==> src/sv/tcw_pkg.sv <==
package tcw_pkg;

  // input item kinds (carried in s_tuser)
  localparam logic [1:0] MODE_PUT   = 2'd0;
  localparam logic [1:0] MODE_CLEAR = 2'd1;
  localparam logic [1:0] MODE_READ  = 2'd2;

  // configuration register indexes
  localparam logic [1:0] CFG_TEXT_ATTR  = 2'd0;
  localparam logic [1:0] CFG_CLEAR_ATTR = 2'd1;
  localparam logic [1:0] CFG_CLEAR_CHAR = 2'd2;

  localparam logic [7:0] TEXT_ATTR_RST  = 8'h07;
  localparam logic [7:0] CLEAR_ATTR_RST = 8'h0f;
  localparam logic [7:0] CLEAR_CHAR_RST = 8'h20;
  localparam logic [7:0] NEWLINE_CODE   = 8'h0a;

  typedef enum logic [2:0] {
    ST_INIT,
    ST_IDLE,
    ST_DECODE,
    ST_EXEC,
    ST_SWEEP,
    ST_DONE
  } state_t;

  // controller -> datapath
  typedef struct packed {
    logic load_item;
    logic sweep_fill;
    logic sweep_step;
    logic put_exec;
    logic read_issue;
    logic result_load;
  } cmd_t;

  // datapath -> controller
  typedef struct packed {
    logic [1:0] mode;
    logic       sweep_last;
    logic       needs_scroll;
    logic       out_free;
  } status_t;

endpackage

==> src/sv/tcw_ctrl.sv <==
module tcw_ctrl import tcw_pkg::*; (
  input  logic    clk,
  input  logic    rst,
  input  logic    s_tvalid,
  output logic    s_tready,
  input  status_t status,
  output cmd_t    cmd
);

  state_t state, state_next;

  // state register; reset starts the screen clearing pass
  always_ff @(posedge clk) begin
    if (rst) begin
      state <= ST_INIT;
    end else begin
      state <= state_next;
    end
  end

  // next state and commands
  always_comb begin
    state_next = state;
    cmd        = '0;
    s_tready   = 1'b0;
    case (state)
      ST_INIT: begin
        cmd.sweep_step = 1'b1;
        if (status.sweep_last) state_next = ST_IDLE;
      end
      ST_IDLE: begin
        s_tready = 1'b1;
        if (s_tvalid) begin
          cmd.load_item = 1'b1;
          state_next    = ST_DECODE;
        end
      end
      ST_DECODE: begin
        case (status.mode)
          MODE_PUT: state_next = ST_EXEC;
          MODE_CLEAR: begin
            cmd.sweep_fill = 1'b1;
            state_next     = ST_SWEEP;
          end
          MODE_READ: begin
            cmd.read_issue = 1'b1;
            state_next     = ST_DONE;
          end
          default: state_next = ST_DONE;
        endcase
      end
      ST_EXEC: begin
        cmd.put_exec = 1'b1;
        state_next   = status.needs_scroll ? ST_SWEEP : ST_DONE;
      end
      ST_SWEEP: begin
        cmd.sweep_step = 1'b1;
        if (status.sweep_last) state_next = ST_DONE;
      end
      ST_DONE: begin
        if (status.out_free) begin
          cmd.result_load = 1'b1;
          state_next      = ST_IDLE;
        end
      end
      default: state_next = ST_INIT;
    endcase
  end

endmodule

==> config.mk <==
export PLATFORM = sky130hd
export DESIGN_NAME = tcw_ctrl
export DESIGN_NICKNAME = d
export VERILOG_FILES = /design/src/sv/tcw_pkg.sv /design/src/sv/tcw_ctrl.sv
export SDC_FILE = /design/constraint.sdc
export NUM_CORES = 1
export LEC_CHECK = 0
export BUFFER_PORTS_ARGS = -buffer_cell sky130_fd_sc_hd__buf_4
export CORE_AREA = 2 2 39 41
export CTS_BUF_LIST = sky130_fd_sc_hd__clkbuf_8
export DETAILED_ROUTE_END_ITERATION = 16
export DIE_AREA = 0 0 41 43
export GPL_ROUTABILITY_DRIVEN = 0
export PLACE_DENSITY_LB_ADDON = 0.08
export SLEW_MARGIN = 25
export SYNTH_ARGS = -nofsm -noshare
export SYNTH_HDL_FRONTEND = slang
export SYNTH_SLANG_ARGS = --single-unit
==> constraint.sdc <==
create_clock -name clk -period 1.7 [get_ports clk]
set_clock_uncertainty 0.2 [all_clocks]
set_input_delay 0.255 -clock clk [delete_from_list [all_inputs] [get_ports clk]]
set_output_delay 0.255 -clock clk [all_outputs]
set_load 0.02 [all_outputs]
==> impl_metrics.py, run 1 <==
metrics = {
    "status": {
        "status": "finished clean",
    },
    "clocking": {
        "htreeDepth": 1,
        "postCtsSetupBuffers": 0,
        "numCtsBuffers": 3,
        "cts_buffer_depth": 2,
        "root_buffer": "clkbuf_8",
        "postCtsHoldBufs": 0,
        "cts_sinks": 3,
        "tritoncts": "built",
        "clk_latency_ns": 0.21,
        "clk_pin_slew_ns": 0.03,
    },
    "drt": {
        "totalWireLength_um": 684,
        "vias": 264,
        "vias_per_cell": 4.258,
        "wl_per_cell_um": 11.03,
        "met3_length_um": 30,
        "drc_errors": 0,
        "met2WireLength_um": 324,
        "postRouteAntennaNets": 0,
        "drt_iter0_markers": 3,
        "wl_met1_um": 328,
        "route.top_layer_used": "met3",
        "drt_pre_antenna_iters": 3,
    },
    "final_layout": {
        "post-route-util_pct": 29.48,
        "diodes": 0,
        "area_growth_pct": 58.25,
        "reg_top3": "state: 3 flops",
        "regMostFlops": "state",
        "drive_gt1_share_pct": 56.52,
        "fin_nets": 55,
        "largest_register_ffs": 3,
        "fillers": 155,
    },
    "yosys": {
        "yosysWarningCount": 0,
        "netlist_top_cells_area": "dfxtp_1 23%, buf_6 13%, nor3b_1 8.7%, nor3_1 7.8%, mux2_4 5.8%",
        "synth_compound_area_share_pct": 11.65,
        "synthCells": 31,
        "synth_xor_area_share_pct": 0,
        "syn_avg_cell_area_um2": 8.314,
        "syn_nets": 39,
        "synth_top_family_by_area": "simple AND/OR/NAND/NOR gates",
        "synth_top_area_cell": "dfxtp_1",
        "ys_seq_area_share_pct": 23.30,
        "synth_area_um2": 257.7,
        "synth-simple-area-share_pct": 44.66,
        "yosysUniqueCellTypes": 19,
        "synth_top_area_share_pct": 23.30,
        "yosys.area_share.adder_pct": 0,
        "muxShareOfSynthArea_pct": 5.825,
        "ys_seq_elements": 3,
    },
    "pwr": {
        "p_leak_nw": 0.1806,
        "p_seq_share_pct": 24.5,
        "netSwitchingFraction_pct": 25.59,
        "vdd_drop_max_uv": 249.4,
        "internal_power_mw": 0.2724,
        "switching_power_mw": 0.09369,
        "powerDensity_nw_per_um2": 897.5,
        "clockPowerShare_pct": 54.8,
        "pwr-share-comb_pct": 20.7,
    },
    "flow_run": {
        "maxCapViolations": 0,
    },
    "sta": {
        "slew_headroom_pct": 79.83,
        "final.period_utilization_pct": 96.83,
        "fmax_mhz": 607.5,
        "setup_viol": 0,
        "rsz0062_at_grt": "no",
        "setup_tns_ns": 0,
        "min_period_ns": 1.646,
        "slew_violations": 0,
        "holdWs_ns": 0.007954,
        "hold_violations": 0,
        "worst_slew_pin_slew_ns": 0.3025,
    },
    "worst_setup_path": {
        "cp_cell_sequence": "and2b_2 > and3_1 > buf_4",
        "crit_buf_inv": 1,
        "crit_family": "simple AND/OR/NAND/NOR gates",
        "crit_path_start_kind": "flop",
        "cp_slowest_stage_delay_ns": 0.41,
        "arrival_ns": 1.19,
        "cp_max_fo": 9,
        "end_kind": "output port",
        "critPathKind": "reg2out",
        "cp.required_ns": 1.24,
        "cp_slowest_cell": "dfxtp_2",
    },
    "place": {
        "dp_hpwl_um": 506.8,
        "port_buffers": 14,
    },
    "global_routing": {
        "grt.total_usage_pct": 8.600,
        "grt_pass1_vias": 259,
        "grt_start_max_net_pins": 11,
        "globalRouteOverflowTotal": 0,
        "grt_pass1_wl_um": 1007,
        "antenna_found_initial": 0,
    },
    "die": {
        "fp-row-count": 14,
        "initial_core_util_pct": 18.63,
        "die_area_um2": 1763,
        "dieHeight_um": 43,
        "pin_count": 15,
        "core_area_um2": 1384,
        "die_x_um": 41,
    },
    "min_path": {
        "hp-class": "in2reg",
    },
}
through the flow:
step           power (mW)  cells  instance area, µm²  worst slack, ns
2_1_floorplan      0.1393     31               262.8           0.1091
3_3_place_gp       0.1650     58               354.1           0.1852
3_5_place_dp       0.1652     58               354.1           0.1667
4_1_cts            0.3738     62               401.6         0.002526
5_1_grt            0.3842     62               407.9         0.001926
6_report           0.3661     62               407.9          0.05391
path summary, 6_finish.rpt:
| kind | start | endpoint | slack [ns] | cells past startpoint |
|---|---|---|---|---|
| hold reg to reg | state[2]$_SDFFE_PP0P_ | state[1]$_SDFFE_PP0P_ | 0.34 | 1 |
| setup / recovery | state[1]$_SDFFE_PP0P_ | cmd[0] | 0.05 | 3 |
| hold / removal | rst | state[2]$_SDFFE_PP0P_ | 0.008 | 2 |
| setup reg to reg | state[2]$_SDFFE_PP0P_ | state[0]$_SDFFE_PP0P_ | 0.39 | 3 |
cell type report:
cell class | instances | area (µm²) | share of cell area, %
multi-input cells | 24 | 170.2 | 41.72
clock inverters | 1 | 3.754 | 0.9202
clock buffers | 3 | 41.29 | 10.12
well taps | 16 | 20.02 | 4.908
flip-flops and latches | 3 | 63.81 | 15.64
repair buffers | 14 | 105.1 | 25.77
inverters | 1 | 3.754 | 0.9202
power groups by stage:
| stage | clock network, mW | registers (mW) | logic [mW] |
|---|---|---|---|
| floorplan | 0 | 0.0787 | 0.0606 |
| global placement | 0 | 0.0894 | 0.0756 |
| detailed placement | 0 | 0.0895 | 0.0757 |
| CTS | 0.209 | 0.0895 | 0.0757 |
| global route | 0.210 | 0.0920 | 0.0825 |
| finish | 0.201 | 0.0897 | 0.0758 |
worst reg2reg max path, cell delays in order, from the launching register on:
cell and delay [ns]:
dfxtp_2 0.42, and4bb_1 0.21, a221oi_1 0.26, nor3_1 0.09
cells by family after synthesis:
logic type             count (synthesis)
AO/OA/AOI/OAI                          4
buffers and inverters                  4
flip-flops                             3
multiplexers                           1
AND/OR/NAND/NOR                       19
layer usage:
layer / vias up / GRT usage [%]
met1: 118 / 10.16
met2: 8 / 13.13
met3: 0 / 0
li1: 138 / -
met4: 0 / 8.000
met5: - / 0
synth_stat cells:
master	n
a21oi_1	1
a21oi_2	1
a221oi_1	1
a22oi_1	1
and2_1	1
and2b_2	1
and3_1	1
and4bb_1	1
buf_6	3
dfxtp_1	3
inv_2	1
mux2_4	1
nand2_1	2
nand2b_1	1
nand3b_1	1
nor2_1	3
nor3_1	4
nor3b_1	3
or3_1	1
layout by cell type, fill, tap and decap left out:
master	count
and4bb_1	1
inv_2	1
nor3b_2	2
a221oi_1	1
nor2_1	3
nor3_1	4
a21oi_1	1
or3_1	1
dfxtp_2	3
nand2b_1	1
mux2_4	1
buf_4	14
a22oi_1	1
inv_1	1
nor3b_1	1
and2_1	1
nand2_1	2
a21oi_2	1
and3_1	1
nand3b_1	1
and2b_2	1
clkbuf_8	3
timing repair:
| item | CTS | global route |
|---|---|---|
| resized for setup | 2 | 2 |
| cloned | 0 | 0 |
| endpoints found under the setup margin | 2 | 3 |
Power figures use the tool's default switching activity.
==> run 2: changes to the inputs <==
--- a/config.mk
+++ b/config.mk
@@ -5,12 +5,13 @@
 export SDC_FILE = /design/constraint.sdc
 export NUM_CORES = 1
 export LEC_CHECK = 0
-export BUFFER_PORTS_ARGS = -buffer_cell sky130_fd_sc_hd__buf_4
 export CORE_AREA = 2 2 39 41
 export CTS_BUF_LIST = sky130_fd_sc_hd__clkbuf_8
 export DETAILED_ROUTE_END_ITERATION = 16
 export DIE_AREA = 0 0 41 43
+export DONT_BUFFER_PORTS = 1
 export GPL_ROUTABILITY_DRIVEN = 0
+export HOLD_SLACK_MARGIN = 0.12
 export PLACE_DENSITY_LB_ADDON = 0.08
 export SLEW_MARGIN = 25
 export SYNTH_ARGS = -nofsm -noshare
==> run 2 against run 1 <==
Compared with the run above:
- cell count down 13%
- sequential share of layout area up 2.2 points
- non-clock buffer count down 8
- core utilization down 3.6 points
- sequential power about the same
- critical path type unchanged
- highest routed layer unchanged
==> impl_metrics.py, run 2 (same netlist as run 1, synthesis figures left out) <==
metrics = {
    "sta": {
        "holdWs_ns": 0.1202,
        "slew_violations": 0,
        "setup_viol": 0,
        "fmax_mhz": 629.1,
        "worst_slew_pin_slew_ns": 0.3836,
        "min_period_ns": 1.590,
        "setup_tns_ns": 0,
        "hold_violations": 0,
        "rsz0062_at_grt": "no",
        "final.period_utilization_pct": 93.50,
        "slew_headroom_pct": 74.34,
    },
    "final_layout": {
        "drive_gt1_share_pct": 42.11,
        "diodes": 0,
        "final_cell_mix": "4 x nor3_1, 3 x clkbuf_8, 3 x dlygate4sd3_1, 3 x buf_4, 3 x dfxtp_2",
        "area_growth_pct": 38.83,
        "fin_nets": 47,
        "final_common_cell": "nor3_1",
        "largest_register_ffs": 3,
        "regMostFlops": "state",
        "layoutNonFillerInstCount": 54,
        "reg_top3": "state: 3 flops",
        "post-route-util_pct": 25.86,
        "fillers": 156,
    },
    "worst_setup_path": {
        "cp_slowest_cell": "dfxtp_2",
        "cp_max_fo": 10,
        "crit_path_start_kind": "flop",
        "crit_path_start": "state[2]$_SDFFE_PP0P_",
        "arrival_ns": 1.13,
        "reg2reg_from": "state[2]$_SDFFE_PP0P_",
        "critPathKind": "reg2out",
        "cp_slowest_stage_delay_ns": 0.36,
        "cp.required_ns": 1.24,
        "cp_cell_sequence": "nor2_2 > nand2_1 > nor2_1",
        "end_kind": "output port",
    },
    "die": {
        "initial_core_util_pct": 18.63,
        "core_area_um2": 1384,
        "die_x_um": 41,
        "die_area_um2": 1763,
        "dieHeight_um": 43,
        "pin_count": 15,
        "fp-row-count": 14,
    },
    "min_path": {
        "hp-class": "in2reg",
        "min_from": "status[3]",
    },
    "clocking": {
        "cts_buffer_depth": 2,
        "clk_latency_ns": 0.22,
        "clk_pin_slew_ns": 0.03,
        "tritoncts": "built",
        "root_buffer": "clkbuf_8",
        "cts_sinks": 3,
        "numCtsBuffers": 3,
        "htreeDepth": 1,
        "postCtsSetupBuffers": 0,
    },
    "drt": {
        "totalWireLength_um": 619,
        "vias_per_cell": 4.407,
        "postRouteAntennaNets": 0,
        "drt_pre_antenna_iters": 2,
        "drc_errors": 0,
        "vias": 238,
        "drt_iter0_markers": 1,
        "wl_per_cell_um": 11.46,
    },
    "status": {
        "status": "finished clean",
    },
    "place": {
        "dp.cells": 47,
        "port_buffers": 0,
    },
    "pwr": {
        "power_mw": 0.3487,
        "p_leak_nw": 0.1392,
        "powerDensity_nw_per_um2": 974.4,
        "vdd_drop_max_uv": 327.8,
    },
    "global_routing": {
        "grtUsageMet3_pct": 4.712,
        "use_met2_pct": 11.56,
        "antenna_found_initial": 0,
        "use_met1_pct": 13.33,
        "grt_start_max_net_pins": 11,
        "grt_pass1_vias": 257,
        "globalRouteOverflowTotal": 0,
        "grt_pass1_wl_um": 1104,
        "grt.total_usage_pct": 9.100,
        "top_usage_layer": "met1",
    },
    "flow_run": {
        "maxCapViolations": 0,
    },
}
==> run 2: routing by layer <==
metal	wire [µm]	up-vias
li1	-	124
met1	289	104
met2	280	10
met3	49	0
met4	0	0
met5	0	-
==> run 2: path summary, 6_finish.rpt <==
| kind | to | slack (ns) | cells past startpoint |
|---|---|---|---|
| setup / recovery | cmd[4] | 0.11 | 3 |
| hold / removal | state[1]$_SDFFE_PP0P_ | 0.12 | 3 |
| setup reg to reg | state[1]$_SDFFE_PP0P_ | 0.39 | 3 |
| hold reg to reg | state[1]$_SDFFE_PP0P_ | 0.35 | 1 |
==> run 2: per-stage QoR <==
step / instance area, µm² / setup WS, ns
CTS: 347.8 / 0.004165
floorplan: 262.8 / 0.1091
global route: 357.8 / 0.01370
detailed placement: 271.5 / 0.2298
global placement: 271.5 / 0.2200
finish: 357.8 / 0.1104
==> run 2: cell type report <==
| class | instances | area (µm²) | area share [%] |
|---|---|---|---|
| well taps | 16 | 20.02 | 5.594 |
| repair buffers | 6 | 52.55 | 14.69 |
| multi-input cells | 24 | 172.7 | 48.25 |
| flip-flops and latches | 3 | 63.81 | 17.83 |
| inverters | 1 | 3.754 | 1.049 |
| clock inverters | 1 | 3.754 | 1.049 |
| clock buffers | 3 | 41.29 | 11.54 |
==> run 2: where the power goes <==
part / switching (mW) / total, mW / leakage [nW] / internal [mW]
Sequential: 0.0126 / 0.0899 / 0.0258 / 0.0772
Combinational: 0.0292 / 0.0590 / 0.0866 / 0.0298
Clock: 0.0462 / 0.200 / 0.0269 / 0.154
Total: 0.0880 / 0.349 / 0.139 / 0.261
==> run 2: repair_timing <==
| item | CTS | global route |
|---|---|---|
| endpoints found under the hold margin | 3 | 0 |
| gates resized for setup | 1 | 4 |
| setup endpoints to repair | 1 | 5 |
| hold buffers | 3 | 0 |
==> run 2: critical path: cells and delay by family (launching register included) <==
| family | cells | cell delay (ns) |
|---|---|---|
| simple gates | 3 | 0.56 |
| flops | 1 | 0.36 |
==> run 3: changes to the inputs <==
--- a/config.mk
+++ b/config.mk
@@ -12,7 +12,7 @@
 export DONT_BUFFER_PORTS = 1
 export GPL_ROUTABILITY_DRIVEN = 0
 export HOLD_SLACK_MARGIN = 0.12
-export PLACE_DENSITY_LB_ADDON = 0.08
+export PLACE_DENSITY = 0.34
 export SLEW_MARGIN = 25
 export SYNTH_ARGS = -nofsm -noshare
 export SYNTH_HDL_FRONTEND = slang
==> run 3 against run 2 <==
Compared with the run above:
- fmax down 1.2%
- die area did not move
- power rose by 1.2%
- routed wire length increased by 6.0%
- first-iteration DRC count grew to 3.0 times the previous value
- non-clock buffer count unchanged
- largest cell class unchanged
- largest power group unchanged
- highest routed layer is now met4
==> impl_metrics.py, run 3 (same netlist as run 1, synthesis figures left out) <==
metrics = {
    "clocking": {
        "root_buffer": "clkbuf_8",
        "cts_buffer_depth": 2,
        "tritoncts": "built",
        "clk_pin_slew_ns": 0.03,
        "htreeDepth": 1,
        "cts_sinks": 3,
        "numCtsBuffers": 3,
        "clk_latency_ns": 0.21,
        "postCtsSetupBuffers": 0,
    },
    "pwr": {
        "powerDensity_nw_per_um2": 999.9,
        "vdd_drop_max_uv": 224.5,
        "p_leak_nw": 0.1380,
    },
    "final_layout": {
        "final_cell_mix": "4 x nor3_1, 3 x clkbuf_8, 3 x dlygate4sd3_1, 3 x buf_4, 3 x dfxtp_2",
        "drive_gt1_share_pct": 39.47,
        "regMostFlops": "state",
        "multi_input_area_um2": 167.7,
        "largest_register_ffs": 3,
        "seq_area_um2": 63.81,
        "fillers": 157,
        "reg_top3": "state: 3 flops",
        "fin_nets": 47,
        "area_growth_pct": 36.89,
        "final_common_cell": "nor3_1",
        "post-route-util_pct": 25.50,
        "diodes": 0,
    },
    "worst_setup_path": {
        "end_kind": "output port",
        "rr_endpoint": "state[1]$_SDFFE_PP0P_",
        "reg2reg_depth": 3,
        "cp_max_fo": 10,
        "crit_path_start": "state[2]$_SDFFE_PP0P_",
        "arrival_ns": 1.15,
        "critPathKind": "reg2out",
        "rrSetupSlack_ns": 0.38,
        "reg2reg_from": "state[2]$_SDFFE_PP0P_",
        "cp.required_ns": 1.24,
        "crit_path_start_kind": "flop",
    },
    "drt": {
        "drt_pre_antenna_iters": 3,
        "drt_iter0_markers": 3,
        "drc_errors": 0,
        "totalWireLength_um": 656,
        "wl_per_cell_um": 12.15,
        "postRouteAntennaNets": 0,
        "vias": 250,
        "vias_per_cell": 4.630,
    },
    "min_path": {
        "holdPathEnd": "state[1]$_SDFFE_PP0P_",
        "min_from": "status[3]",
        "hold_depth": 3,
        "hp-class": "in2reg",
    },
    "sta": {
        "min_period_ns": 1.608,
        "setup_tns_ns": 0,
        "hold_violations": 0,
        "rsz0062_at_grt": "no",
        "setup_viol": 0,
        "fmax_mhz": 621.8,
        "worst_slew_pin_slew_ns": 0.3923,
        "slew_violations": 0,
        "final.period_utilization_pct": 94.60,
        "slew_headroom_pct": 73.75,
    },
    "global_routing": {
        "antenna_found_initial": 0,
        "globalRouteOverflowTotal": 0,
        "grt_pass1_vias": 249,
        "grt_pass1_wl_um": 1000,
        "grt_start_max_net_pins": 11,
        "grt.total_usage_pct": 9.237,
    },
    "die": {
        "core_area_um2": 1384,
        "initial_core_util_pct": 18.63,
        "dieHeight_um": 43,
        "die_x_um": 41,
        "die_area_um2": 1763,
        "pin_count": 15,
        "fp-row-count": 14,
    },
    "status": {
        "status": "finished clean",
    },
    "flow_run": {
        "maxCapViolations": 0,
    },
    "place": {
        "port_buffers": 0,
        "dp_hpwl_um": 453.1,
    },
}
run 3: changes by cell type in the layout (fill, tap and decap cells not counted):
cell | previous run | this run
nor3b_2 | 2 | 1
nor3b_1 | 1 | 2
run 3: metrics by stage:
step	power (mW)	setup slack, ns	cell area, µm²	hold WS [ns]	cells
after floorplan	0.1393	0.1091	262.8	0.1174	31
after global placement	0.1410	0.2373	271.5	0.1200	47
after detailed placement	0.1411	0.2262	271.5	0.1192	47
after CTS	0.3559	0.001597	347.8	0.1324	54
after global routing	0.3685	0.009097	352.8	0.1669	54
final	0.3528	0.09175	352.8	0.1329	54
run 3: final cells by class:
cell class              instances  area share, %
multi-input cells              24          47.52
flip-flops and latches          3          18.09
repair buffers                  6          14.89
clock buffers                   3          11.70
well taps                      16          5.674
clock inverters                 1          1.064
inverters                       1          1.064
run 3: timing repair:
| item | in CTS | in global routing |
|---|---|---|
| endpoints found under the hold margin | 3 | 0 |
| setup endpoints to repair | 2 | 3 |
| hold buffers | 3 | 0 |
| resized for setup | 1 | 3 |
run 3: routing by layer:
| layer | vias up | share of wire [%] | GRT usage (%) |
|---|---|---|---|
| li1 | 124 | - | - |
| met1 | 116 | 40 | 9.325 |
| met2 | 8 | 54 | 13.13 |
| met3 | 2 | 3.4 | 3.141 |
| met4 | 0 | 2.1 | 10.00 |
| met5 | - | 0 | 0 |
run 3: where the power goes:
| group | internal (mW) | switching, mW |
|---|---|---|
| clock network | 0.154 | 0.0493 |
| registers | 0.0772 | 0.0130 |
| logic | 0.0296 | 0.0297 |
run 3: worst max-delay path, stage by stage, from the launching register on:
cell	delay, ns
dfxtp_2	0.36
nor2_2	0.14
nand2_1	0.08
nor3b_1	0.18
buf_4	0.17
run 3: worst max path at each step:
stage	to	slack, ns	cells after the start
floorplan	cmd[1]	0.11	4
global placement	cmd[0]	0.24	2
detailed placement	cmd[0]	0.23	2
CTS	cmd[1]	0.002	4
global route	cmd[1]	0.009	4
finish	cmd[1]	0.09	4
